`src/rtl/clock_ratio_search_core_defines.svh`:
```
// Assertion macros shared by the clock ratio search RTL
`ifndef CLOCK_RATIO_SEARCH_CORE_DEFINES_SVH
`define CLOCK_RATIO_SEARCH_CORE_DEFINES_SVH

// Same-cycle implication, sampled on clk, off while rst_n is low
`define CRS_ASSERT_NOW(name, ante, cons) \
  name: assert property (@(posedge clk) disable iff (!rst_n) (ante) |-> (cons)) \
    else $error("%m: same-cycle check failed");

// Next-cycle implication, sampled on clk, off while rst_n is low
`define CRS_ASSERT_NEXT(name, ante, cons) \
  name: assert property (@(posedge clk) disable iff (!rst_n) (ante) |=> (cons)) \
    else $error("%m: next-cycle check failed");

`endif

```
`src/rtl/crs_pkg.sv`:
```
// Shared types and constants of the clock ratio search core
package crs_pkg;

  localparam int REF_W               = 14;
  localparam int FACTOR_CFG_W        = 9;
  localparam int PIX_W               = 16;
  localparam int CFG_DATA_W          = 16;
  localparam int CFG_INDEX_W         = 2;
  localparam int FACTOR_LIMIT_DEFAULT = 256;

  localparam logic [REF_W-1:0]        RESET_REFERENCE  = REF_W'(5000);
  localparam logic [FACTOR_CFG_W-1:0] RESET_MAX_FACTOR = FACTOR_CFG_W'(256);

  localparam logic [CFG_INDEX_W-1:0] REG_REFERENCE_CLOCK = CFG_INDEX_W'(0);
  localparam logic [CFG_INDEX_W-1:0] REG_MAX_MULT        = CFG_INDEX_W'(1);
  localparam logic [CFG_INDEX_W-1:0] REG_MAX_DIV         = CFG_INDEX_W'(2);

  typedef struct packed {
    logic start;
    logic calc_a;
    logic mul;
    logic cmp;
    logic load_out;
  } ctrl_cmd_t;

  typedef struct packed {
    logic empty;
    logic cand_last;
  } dp_status_t;

endpackage

```
`src/rtl/crs_cfg.sv`:
```
// Configuration registers of the clock ratio search core
module crs_cfg (
  input  logic                               clk,
  input  logic                               rst_n,
  input  logic                               cfg_valid,
  output logic                               cfg_ready,
  input  logic [crs_pkg::CFG_INDEX_W-1:0]    cfg_index,
  input  logic [crs_pkg::CFG_DATA_W-1:0]     cfg_data,
  output logic [crs_pkg::REF_W-1:0]          reference_clock,
  output logic [crs_pkg::FACTOR_CFG_W-1:0]   max_mult,
  output logic [crs_pkg::FACTOR_CFG_W-1:0]   max_div
);

  logic [crs_pkg::REF_W-1:0]        reference_clock_r, reference_clock_nxt;
  logic [crs_pkg::FACTOR_CFG_W-1:0] max_mult_r, max_mult_nxt;
  logic [crs_pkg::FACTOR_CFG_W-1:0] max_div_r, max_div_nxt;

  assign cfg_ready = 1'b1;

  always_comb begin
    reference_clock_nxt = reference_clock_r;
    max_mult_nxt        = max_mult_r;
    max_div_nxt         = max_div_r;
    if (cfg_valid && cfg_ready) begin
      unique case (cfg_index)
        crs_pkg::REG_REFERENCE_CLOCK: reference_clock_nxt = cfg_data[crs_pkg::REF_W-1:0];
        crs_pkg::REG_MAX_MULT:        max_mult_nxt = cfg_data[crs_pkg::FACTOR_CFG_W-1:0];
        crs_pkg::REG_MAX_DIV:         max_div_nxt  = cfg_data[crs_pkg::FACTOR_CFG_W-1:0];
        default: begin
        end
      endcase
    end
  end

  always_ff @(posedge clk) begin
    if (!rst_n) begin
      reference_clock_r <= crs_pkg::RESET_REFERENCE;
      max_mult_r        <= crs_pkg::RESET_MAX_FACTOR;
      max_div_r         <= crs_pkg::RESET_MAX_FACTOR;
    end else begin
      reference_clock_r <= reference_clock_nxt;
      max_mult_r        <= max_mult_nxt;
      max_div_r         <= max_div_nxt;
    end
  end

  assign reference_clock = reference_clock_r;
  assign max_mult        = max_mult_r;
  assign max_div         = max_div_r;

endmodule

```
`src/rtl/crs_ctrl.sv`:
```
// Search sequencer and result handshake of the clock ratio search core
`include "clock_ratio_search_core_defines.svh"

module crs_ctrl (
  input  logic                clk,
  input  logic                rst_n,
  input  logic                in_valid,
  output logic                in_stall,
  output logic                out_valid,
  input  logic                out_stall,
  output crs_pkg::ctrl_cmd_t  cmd,
  input  crs_pkg::dp_status_t status
);

  typedef enum logic [2:0] {
    ST_IDLE,
    ST_SETUP,
    ST_MUL,
    ST_CMP,
    ST_FINISH
  } state_t;

  state_t state_r, state_nxt;
  logic   out_valid_r, out_valid_nxt;

  assign in_stall  = (state_r != ST_IDLE);
  assign out_valid = out_valid_r;

  always_comb begin
    cmd          = '0;
    cmd.start    = (state_r == ST_IDLE) && in_valid;
    cmd.calc_a   = (state_r == ST_SETUP) || (state_r == ST_CMP);
    cmd.mul      = (state_r == ST_MUL);
    cmd.cmp      = (state_r == ST_CMP);
    cmd.load_out = (state_r == ST_FINISH) && (!out_valid_r || !out_stall);
  end

  always_comb begin
    state_nxt = state_r;
    unique case (state_r)
      ST_IDLE: begin
        if (in_valid) begin
          state_nxt = status.empty ? ST_FINISH : ST_SETUP;
        end
      end
      ST_SETUP: state_nxt = ST_MUL;
      ST_MUL:   state_nxt = ST_CMP;
      ST_CMP:   state_nxt = status.cand_last ? ST_FINISH : ST_MUL;
      ST_FINISH: begin
        if (cmd.load_out) begin
          state_nxt = ST_IDLE;
        end
      end
      default:  state_nxt = ST_IDLE;
    endcase
  end

  always_comb begin
    out_valid_nxt = out_valid_r;
    if (cmd.load_out) begin
      out_valid_nxt = 1'b1;
    end else if (out_valid_r && !out_stall) begin
      out_valid_nxt = 1'b0;
    end
  end

  always_ff @(posedge clk) begin
    if (!rst_n) begin
      state_r     <= ST_IDLE;
      out_valid_r <= 1'b0;
    end else begin
      state_r     <= state_nxt;
      out_valid_r <= out_valid_nxt;
    end
  end

  `CRS_ASSERT_NEXT(a_mul_then_cmp, state_r == ST_MUL, state_r == ST_CMP)
  `CRS_ASSERT_NEXT(a_start_leaves_idle, cmd.start, (state_r == ST_SETUP) || (state_r == ST_FINISH))
  `CRS_ASSERT_NEXT(a_load_sets_valid, cmd.load_out, out_valid_r && (state_r == ST_IDLE))

endmodule

```
`src/rtl/crs_dp.sv`:
```
// Candidate scan, cross-multiplied error compare and best-pair registers
`include "clock_ratio_search_core_defines.svh"

module crs_dp #(
  parameter int FACTOR_LIMIT = crs_pkg::FACTOR_LIMIT_DEFAULT
) (
  input  logic                                  clk,
  input  logic                                  rst_n,
  input  crs_pkg::ctrl_cmd_t                    cmd,
  output crs_pkg::dp_status_t                   status,
  input  logic [crs_pkg::PIX_W-1:0]             in_pixel_clock_10khz,
  input  logic [crs_pkg::REF_W-1:0]             reference_clock,
  input  logic [crs_pkg::FACTOR_CFG_W-1:0]      max_mult,
  input  logic [crs_pkg::FACTOR_CFG_W-1:0]      max_div,
  output logic [$clog2(FACTOR_LIMIT+1)-1:0]     out_best_mult,
  output logic [$clog2(FACTOR_LIMIT+1)-1:0]     out_best_div
);

  localparam int FW = $clog2(FACTOR_LIMIT + 1);
  localparam int AW = crs_pkg::PIX_W + FW;
  localparam int PW = AW + FW;

  logic [FW-1:0] lim_m, lim_d;
  logic          last_m, last_pair;
  logic [AW-1:0] ref_ext, pix_ext;

  logic [crs_pkg::PIX_W-1:0] p_r, p_nxt;
  logic [FW-1:0] m_r, m_nxt, d_r, d_nxt;
  logic [AW-1:0] rm_r, rm_nxt, dp_r, dp_nxt, a_r, a_nxt;
  logic [FW-1:0] bm_r, bm_nxt, bd_r, bd_nxt;
  logic [AW-1:0] b_r, b_nxt;
  logic [FW-1:0] cm_r, cm_nxt, cd_r, cd_nxt;
  logic [AW-1:0] ca_r, ca_nxt;
  logic          clast_r, clast_nxt;
  logic [PW-1:0] prod_new_r, prod_new_nxt, prod_cur_r, prod_cur_nxt;
  logic [FW-1:0] out_m_r, out_m_nxt, out_d_r, out_d_nxt;

  assign lim_m = (32'(max_mult) > 32'(FACTOR_LIMIT)) ? FW'(FACTOR_LIMIT) : FW'(max_mult);
  assign lim_d = (32'(max_div) > 32'(FACTOR_LIMIT)) ? FW'(FACTOR_LIMIT) : FW'(max_div);

  assign ref_ext   = AW'(reference_clock);
  assign pix_ext   = AW'(p_r);
  assign last_m    = (m_r == lim_m);
  assign last_pair = last_m && (d_r == lim_d);

  assign status.empty     = (lim_m < FW'(2)) || (lim_d == '0);
  assign status.cand_last = clast_r;

  always_comb begin
    p_nxt        = p_r;
    m_nxt        = m_r;
    d_nxt        = d_r;
    rm_nxt       = rm_r;
    dp_nxt       = dp_r;
    a_nxt        = a_r;
    bm_nxt       = bm_r;
    bd_nxt       = bd_r;
    b_nxt        = b_r;
    cm_nxt       = cm_r;
    cd_nxt       = cd_r;
    ca_nxt       = ca_r;
    clast_nxt    = clast_r;
    prod_new_nxt = prod_new_r;
    prod_cur_nxt = prod_cur_r;
    out_m_nxt    = out_m_r;
    out_d_nxt    = out_d_r;

    if (cmd.start) begin
      p_nxt  = in_pixel_clock_10khz;
      m_nxt  = FW'(2);
      d_nxt  = FW'(1);
      rm_nxt = ref_ext << 1;
      dp_nxt = AW'(in_pixel_clock_10khz);
      bm_nxt = FW'(1);
      bd_nxt = '0;
      b_nxt  = ref_ext;
    end

    if (cmd.calc_a) begin
      a_nxt = (rm_r >= dp_r) ? (rm_r - dp_r) : (dp_r - rm_r);
    end

    if (cmd.mul) begin
      prod_new_nxt = PW'(bd_r) * PW'(a_r);
      prod_cur_nxt = PW'(d_r) * PW'(b_r);
      cm_nxt       = m_r;
      cd_nxt       = d_r;
      ca_nxt       = a_r;
      clast_nxt    = last_pair;
      if (!last_pair) begin
        if (last_m) begin
          m_nxt  = FW'(2);
          rm_nxt = ref_ext << 1;
          d_nxt  = d_r + FW'(1);
          dp_nxt = dp_r + pix_ext;
        end else begin
          m_nxt  = m_r + FW'(1);
          rm_nxt = rm_r + ref_ext;
        end
      end
    end

    if (cmd.cmp && (prod_new_r < prod_cur_r)) begin
      bm_nxt = cm_r;
      bd_nxt = cd_r;
      b_nxt  = ca_r;
    end

    if (cmd.load_out) begin
      out_m_nxt = bm_r;
      out_d_nxt = bd_r;
    end
  end

  always_ff @(posedge clk) begin
    p_r        <= p_nxt;
    m_r        <= m_nxt;
    d_r        <= d_nxt;
    rm_r       <= rm_nxt;
    dp_r       <= dp_nxt;
    a_r        <= a_nxt;
    bm_r       <= bm_nxt;
    bd_r       <= bd_nxt;
    b_r        <= b_nxt;
    cm_r       <= cm_nxt;
    cd_r       <= cd_nxt;
    ca_r       <= ca_nxt;
    clast_r    <= clast_nxt;
    prod_new_r <= prod_new_nxt;
    prod_cur_r <= prod_cur_nxt;
    out_m_r    <= out_m_nxt;
    out_d_r    <= out_d_nxt;
  end

  assign out_best_mult = out_m_r;
  assign out_best_div  = out_d_r;

  `CRS_ASSERT_NOW(a_cand_in_range, cmd.mul, (m_r >= FW'(2)) && (m_r <= lim_m) && (d_r != '0) && (d_r <= lim_d))
  `CRS_ASSERT_NEXT(a_best_div_in_range, cmd.cmp, bd_r <= lim_d)

endmodule

```
`src/rtl/clock_ratio_search_core.sv`:
```
// Top level of the clock ratio search core
// For each requested pixel clock P the core scans every divider d from 1 to
// max_div and every multiplier m from 2 to max_mult (both capped at
// FACTOR_LIMIT) and returns the pair m/d closest to P/reference_clock, the
// earliest pair winning ties. A multiply state and a compare state update the
// best pair for each candidate in turn; an empty scan returns 1/0.
// One item is searched at a time; the next item is taken while the previous
// result waits in the output register.
// Configuration writes are always ready and must only happen while idle.
module clock_ratio_search_core #(
  parameter int FACTOR_LIMIT = crs_pkg::FACTOR_LIMIT_DEFAULT
) (
  input  logic                                 clk,
  input  logic                                 rst_n,
  input  logic                                 in_valid,
  output logic                                 in_stall,
  input  logic [crs_pkg::PIX_W-1:0]            in_pixel_clock_10khz,
  output logic                                 out_valid,
  input  logic                                 out_stall,
  output logic [$clog2(FACTOR_LIMIT+1)-1:0]    out_best_mult,
  output logic [$clog2(FACTOR_LIMIT+1)-1:0]    out_best_div,
  input  logic                                 cfg_valid,
  output logic                                 cfg_ready,
  input  logic [crs_pkg::CFG_INDEX_W-1:0]      cfg_index,
  input  logic [crs_pkg::CFG_DATA_W-1:0]       cfg_data
);

  crs_pkg::ctrl_cmd_t               cmd;
  crs_pkg::dp_status_t              status;
  logic [crs_pkg::REF_W-1:0]        reference_clock;
  logic [crs_pkg::FACTOR_CFG_W-1:0] max_mult;
  logic [crs_pkg::FACTOR_CFG_W-1:0] max_div;

  crs_cfg u_cfg (
    .clk             (clk),
    .rst_n           (rst_n),
    .cfg_valid       (cfg_valid),
    .cfg_ready       (cfg_ready),
    .cfg_index       (cfg_index),
    .cfg_data        (cfg_data),
    .reference_clock (reference_clock),
    .max_mult        (max_mult),
    .max_div         (max_div)
  );

  crs_ctrl u_ctrl (
    .clk       (clk),
    .rst_n     (rst_n),
    .in_valid  (in_valid),
    .in_stall  (in_stall),
    .out_valid (out_valid),
    .out_stall (out_stall),
    .cmd       (cmd),
    .status    (status)
  );

  crs_dp #(
    .FACTOR_LIMIT (FACTOR_LIMIT)
  ) u_dp (
    .clk                  (clk),
    .rst_n                (rst_n),
    .cmd                  (cmd),
    .status               (status),
    .in_pixel_clock_10khz (in_pixel_clock_10khz),
    .reference_clock      (reference_clock),
    .max_mult             (max_mult),
    .max_div              (max_div),
    .out_best_mult        (out_best_mult),
    .out_best_div         (out_best_div)
  );

endmodule

```
`config.mk`:
```
export PLATFORM = sky130hd
export DESIGN_NAME = clock_ratio_search_core
export DESIGN_NICKNAME = d
export VERILOG_FILES = /design/src/rtl/crs_pkg.sv /design/src/rtl/crs_cfg.sv /design/src/rtl/crs_ctrl.sv /design/src/rtl/crs_dp.sv /design/src/rtl/clock_ratio_search_core.sv
export VERILOG_INCLUDE_DIRS = /design/src /design/src/rtl
export SDC_FILE = /design/constraint.sdc
export NUM_CORES = 2
export LEC_CHECK = 0
export CAP_MARGIN = 10
export CORE_ASPECT_RATIO = 1.75
export CORE_MARGIN = 1.5
export CORE_UTILIZATION = 45
export CTS_CLUSTER_SIZE = 10
export DETAILED_ROUTE_END_ITERATION = 8
export DONT_BUFFER_PORTS = 1
export HOLD_SLACK_MARGIN = 0.03
export SLEW_MARGIN = 20
export SYNTH_ARGS = -nofsm -noshare
export SYNTH_HDL_FRONTEND = slang
export SYNTH_HIERARCHICAL = 1
export SYNTH_SLANG_ARGS = --single-unit
```
`constraint.sdc`:
```
create_clock -name clk -period 37.3 [get_ports clk]
set_input_delay 11.19 -clock clk [delete_from_list [all_inputs] [get_ports clk]]
set_output_delay 11.19 -clock clk [all_outputs]
set_load 0.02 [all_outputs]
```
Word level (Yosys, flattened, before mapping):

Index checks and enable logic that the tools add are counted.

* order comparisons: 5
* equality and inequality tests: 10
* reduce and logical (&&, ||, !) cells: 20
* multipliers: 2
* $add $sub $neg: 6
* multiplexer cells: 32

Operators by type and width (number)
* $mux 25: 11
* $mux 9: 14
* $mul 9x25->34: 2
* $sub 25x25->25: 2
* $lt 34x34->1: 1
* $add 25x14->25: 1
* $add 25x16->25: 1
* $ge 25x25->1: 1
* $add 9x1->9 const B: 2
* $eq 9x9->1: 2
* $gt 9x9->1 const B: 2
* $pmux 3 s5: 1
* $mux 3: 4
* $logic_not 9->1: 1
* $lt 9x2->1 const B: 1
* $reduce_and 2->1: 4
* $eq 3x2->1 const B: 2
* $logic_and 1x1->1: 5
* $ne 2x2->1 const B: 2
* $reduce_bool 2->1: 2
* $eq 3x1->1 const B: 1
* $eq 3x3->1 const B: 1
* $logic_not 3->1: 1
* $logic_or 1x1->1: 3
* 6 further kinds: 8

* input bits: 39
* flip-flop bits (word level): 318
* output and inout bits: 21

Longest topological paths before layout:

* word-level depth: 7
* gate-level depth with buffers: 23
* gate-level depth less buffers: 21

Modules after synthesis:

Netlist, hierarchy kept.

Modules (own cells, without submodules)
* crs_dp: area each 28637.5 sq um, cells an instance 2972, times used 1
* crs_cfg: area each 1261.2 sq um, cells an instance 125, times used 1
* crs_ctrl: area each 205.2 sq um, cells an instance 25, times used 1

Worst setup path before layout:

No wires, ideal clock.

* path kind: input-to-reg
* start: input port in_valid
* end: register u_dp.b_r[0], enable pin
* slack: 23.646 ns
* stages on the path: 5
* data arrival time: 13.273 ns
* library setup time: 0.381 ns
* cell sequence: inv_1 > nor2_1 > clkbuf_1 > clkbuf_1 > or2_2

RTL lines
* start: declaration: line clock_ratio_search_core.sv:15 `input logic in_valid,`
* end signal: assignment: line crs_dp.sv:124 `b_r <= b_nxt;`
* end: declaration: line crs_dp.sv:31 `logic [AW-1:0] b_r, b_nxt;`

Worst setup path in the final report:

* start: register u_ctrl.state_r[0]
* end: output port in_stall

* cells in the longest elaborated chain, start to end: 1

RTL lines
* start: declaration: line crs_ctrl.sv:23 `state_t state_r, state_nxt;`
* start signal: assignment: line crs_ctrl.sv:72 `state_r <= state_nxt;`
* $reduce_bool 3->1: line crs_ctrl.sv:26 `assign in_stall = (state_r != ST_IDLE);`
* end: declaration: line clock_ratio_search_core.sv:16 `output logic in_stall,`

No other way between the ends.

==> run metrics <==
run status completed; switching power 1.33 mW; reg2reg path depth 18; delay-heaviest family, CP simple AND/OR/NAND/NOR gates; fraction of power consumed by the clock network 12.6%; Worst Path Buf+Inv 0; number of design rule violations left after detail routing 0; cell with the most instances after synthesis inv_1; DP Wirelength 62100 µm; post-route setup slack 24.59 ns; filler-free cell count of the finished design 3986; critical path, cell by cell or3_1; Post-synth top cells inv_1, nand2_1, fa_1; hold buffers post-CTS 0; syn_area_per_cell 9.64 µm²; Core Box Area 66300 µm²; number of sinks on the clock net 318; Clock Latency Late Sink 0.58 ns; WP data arrival 1.52 ns; power after layout 2.84 mW; worst-case clock buffer depth 3; Sum Neg Setup Slack 0 ns; Crit Path Max Fanout 8; sequential cell fraction of total power 22.0%; residual overflow from global routing 0; fraction of power consumed by combinational cells 65.4%; num ports 60; number of slew-limit violations in the final report 0; average via count per standard cell 5.48; number of resized instances in the post-cts repair step 0; unrepaired setup endpoints after global routing no; routed length per instance 19.9 µm; CP Class flip-flop to output pin; sequential-to-total area share from yosys stat 28.3%; antenna diode instance count 0; worst setup slack after placement 24.43 ns; number of warnings printed during yosys synthesis 6; Tmin final 12.71 ns; die outline height 345 µm; fraction of final layout cells with drive strength greater than 1 3.94%; library cell occupying the most area in the post-synthesis netlist fa_1; initial antenna violation count 3; weighted congestion at the end of routability-driven global placement 0.914; class of the most critical hold timing path flip-flop to flip-flop; tightest slew margin relative to the limit 29.3%; FP Rows 125; share of the core filled with cells 48.4%; number of instances in the placed design 3917; vias in the first global route 23700; Highest Clock Rate 78.7 MHz; area delta synth->final 6.69%; synthesized instance count 3122; Async S/R FF share, synth 0%; max_cap viols 0; number of detailed-routing iterations run before antenna repair 6; DRC marker count from the first detailed-route iteration 1081; final hold violations 0; Max VDD drop 0.104 mV; setup fix buffers added after clock tree synthesis 0; hold depth 0; total CTS buffers 39; register clock-pin slew on the reported worst setup and hold paths 0.06 ns; Port Buffers 0; Crit path depth 1; kind of capture point of the worst setup path output pin; area of the mapped netlist 30100 µm²; Post-synth EDFFs 214; wire length after detailed routing 79500 µm; P per Cell Area 88.4 nW/µm²; synthesis-stage register bit count 318; delay contributed by the slowest stage of the critical path 0.56 ns; largest cells by area after synthesis fa_1, edfxtp_1, ha_1, dfxtp_1, inv_1; maximum level of the CTS H-tree 2; maximum number of pins on one net before global-route repair 77; final worst-path cycle share 34.1%; number of nets in the synthesized netlist 3711; net count reported at finish 3658; static power due to leakage 15.0 nW; worst clock skew on the final layout 0.0297 ns; required time of the worst setup path 26.11 ns; chip width 199 µm; Setup crit start kind flip-flop; Yosys cell types 92; total global routing track utilization 23.9%; fraction of post-synthesis cell area in the top cell type by area 21.8%; FILL cells 6353; count of final setup violators 0; clock root cell clkbuf_16; number of antenna-violating nets in the routed design 0; Total Die Area 68500 µm²; CTS tree done; slew at the pin with the worst max-slew slack 1.06 ns; Internal Pwr Total 1.51 mW; wire length of the first global-routing pass 125000 µm; Switching Fraction 46.8%; vias after detailed routing 21800; library cell contributing the largest single delay on the critical path or3_1; most frequently used flop master after synthesis edfxtp_1; starting density of the core 45.4%
==> path summary, 6_finish.rpt <==
kind	startpoint	endpoint	slack, ns
max	u_ctrl/state_r[0]	in_stall	24.59
min	u_dp/bm_r[8]	u_dp/out_best_mult[8]	0.42
max reg2reg	u_dp/d_r[3]	u_dp/prod_cur_r[30]	31.30
min reg2reg	u_dp/bm_r[8]	u_dp/out_best_mult[8]	0.42
==> cell type report <==
type                    count  area [µm²]  share of cell area, %
multi-input cells        2173       19200                   59.8
clock buffers              63        1090                   3.38
flip-flops and latches    318        8510                   26.5
inverters                 511        1920                   5.97
clock inverters             6         101                  0.316
repair buffers             26         195                  0.608
well taps                 889        1110                   3.46
==> power groups by stage <==
| stage | clock network (mW) | logic, mW | registers (mW) |
|---|---|---|---|
| 2_1_floorplan | 0 | 1.43 | 0.573 |
| 3_3_place_gp | 0 | 1.82 | 0.628 |
| 3_5_place_dp | 0 | 1.86 | 0.630 |
| 4_1_cts | 0.370 | 1.87 | 0.623 |
| 5_1_grt | 0.380 | 2.10 | 0.629 |
| 6_report | 0.359 | 1.86 | 0.623 |
==> metal layers <==
layer	track usage [%]	share of wire (%)	vias to the layer above
met5	0	0	-
met4	17.2	8.1	0
met3	2.39	3.3	226
met2	45.0	54	567
met1	24.0	35	10900
li1	-	-	10100
==> per-stage QoR <==
step,hold WS (ns),area (µm²)
floorplan,0.400,30100
global placement,0.408,30900
detailed placement,0.405,30900
CTS,0.419,32100
global route,0.426,32100
finish,0.418,32100
==> state kept, by name, indices dropped and copies added (netlist names), 14 cells and up <==
name,cells
u_dp/p_r,16
u_dp/b_r,25
u_dp/prod_cur_r,34
u_dp/a_r,25
u_dp/dp_r,25
u_dp/prod_new_r,34
u_dp/rm_r,25
u_cfg/reference_clock,14
u_dp/ca_r,25
==> layout by cell type, fill, tap and decap left out, drive strengths merged, types with 20 or more instances in the layout <==
cell | synthesis | routed
a31oi | 23 | 23
mux2i | 51 | 51
ha | 222 | 222
xor2 | 41 | 41
nand3 | 35 | 35
o31ai | 20 | 20
clkbuf | 83 | 63
dfxtp | 104 | 104
nor2 | 80 | 80
nor2b | 25 | 25
fa | 328 | 328
mux2 | 20 | 20
nand2b | 22 | 22
buf | 37 | 26
edfxtp | 214 | 214
nand2 | 342 | 342
a21o | 69 | 69
o21ai | 138 | 138
inv | 511 | 513
nor3 | 30 | 30
xnor2 | 67 | 67
a21oi | 138 | 138
and2 | 289 | 289
==> kinds of logic (layout without fill, tap and decap cells) <==
logic type               Yosys count  count (layout)  share of synthesized area [%]
AND/OR/NAND/NOR                  911             911                           15.5
flip-flops                       318             318                           28.3
multiplexers                      71              71                           2.47
AO/OA/AOI/OAI                    532             532                           11.5
adder cells (fa/ha/maj)          550             550                           31.0
buffers and inverters            631             606                           8.09
XOR/XNOR                         108             108                           3.14
other                              1               1                         0.0125
(Power assumes the default switching activity.)
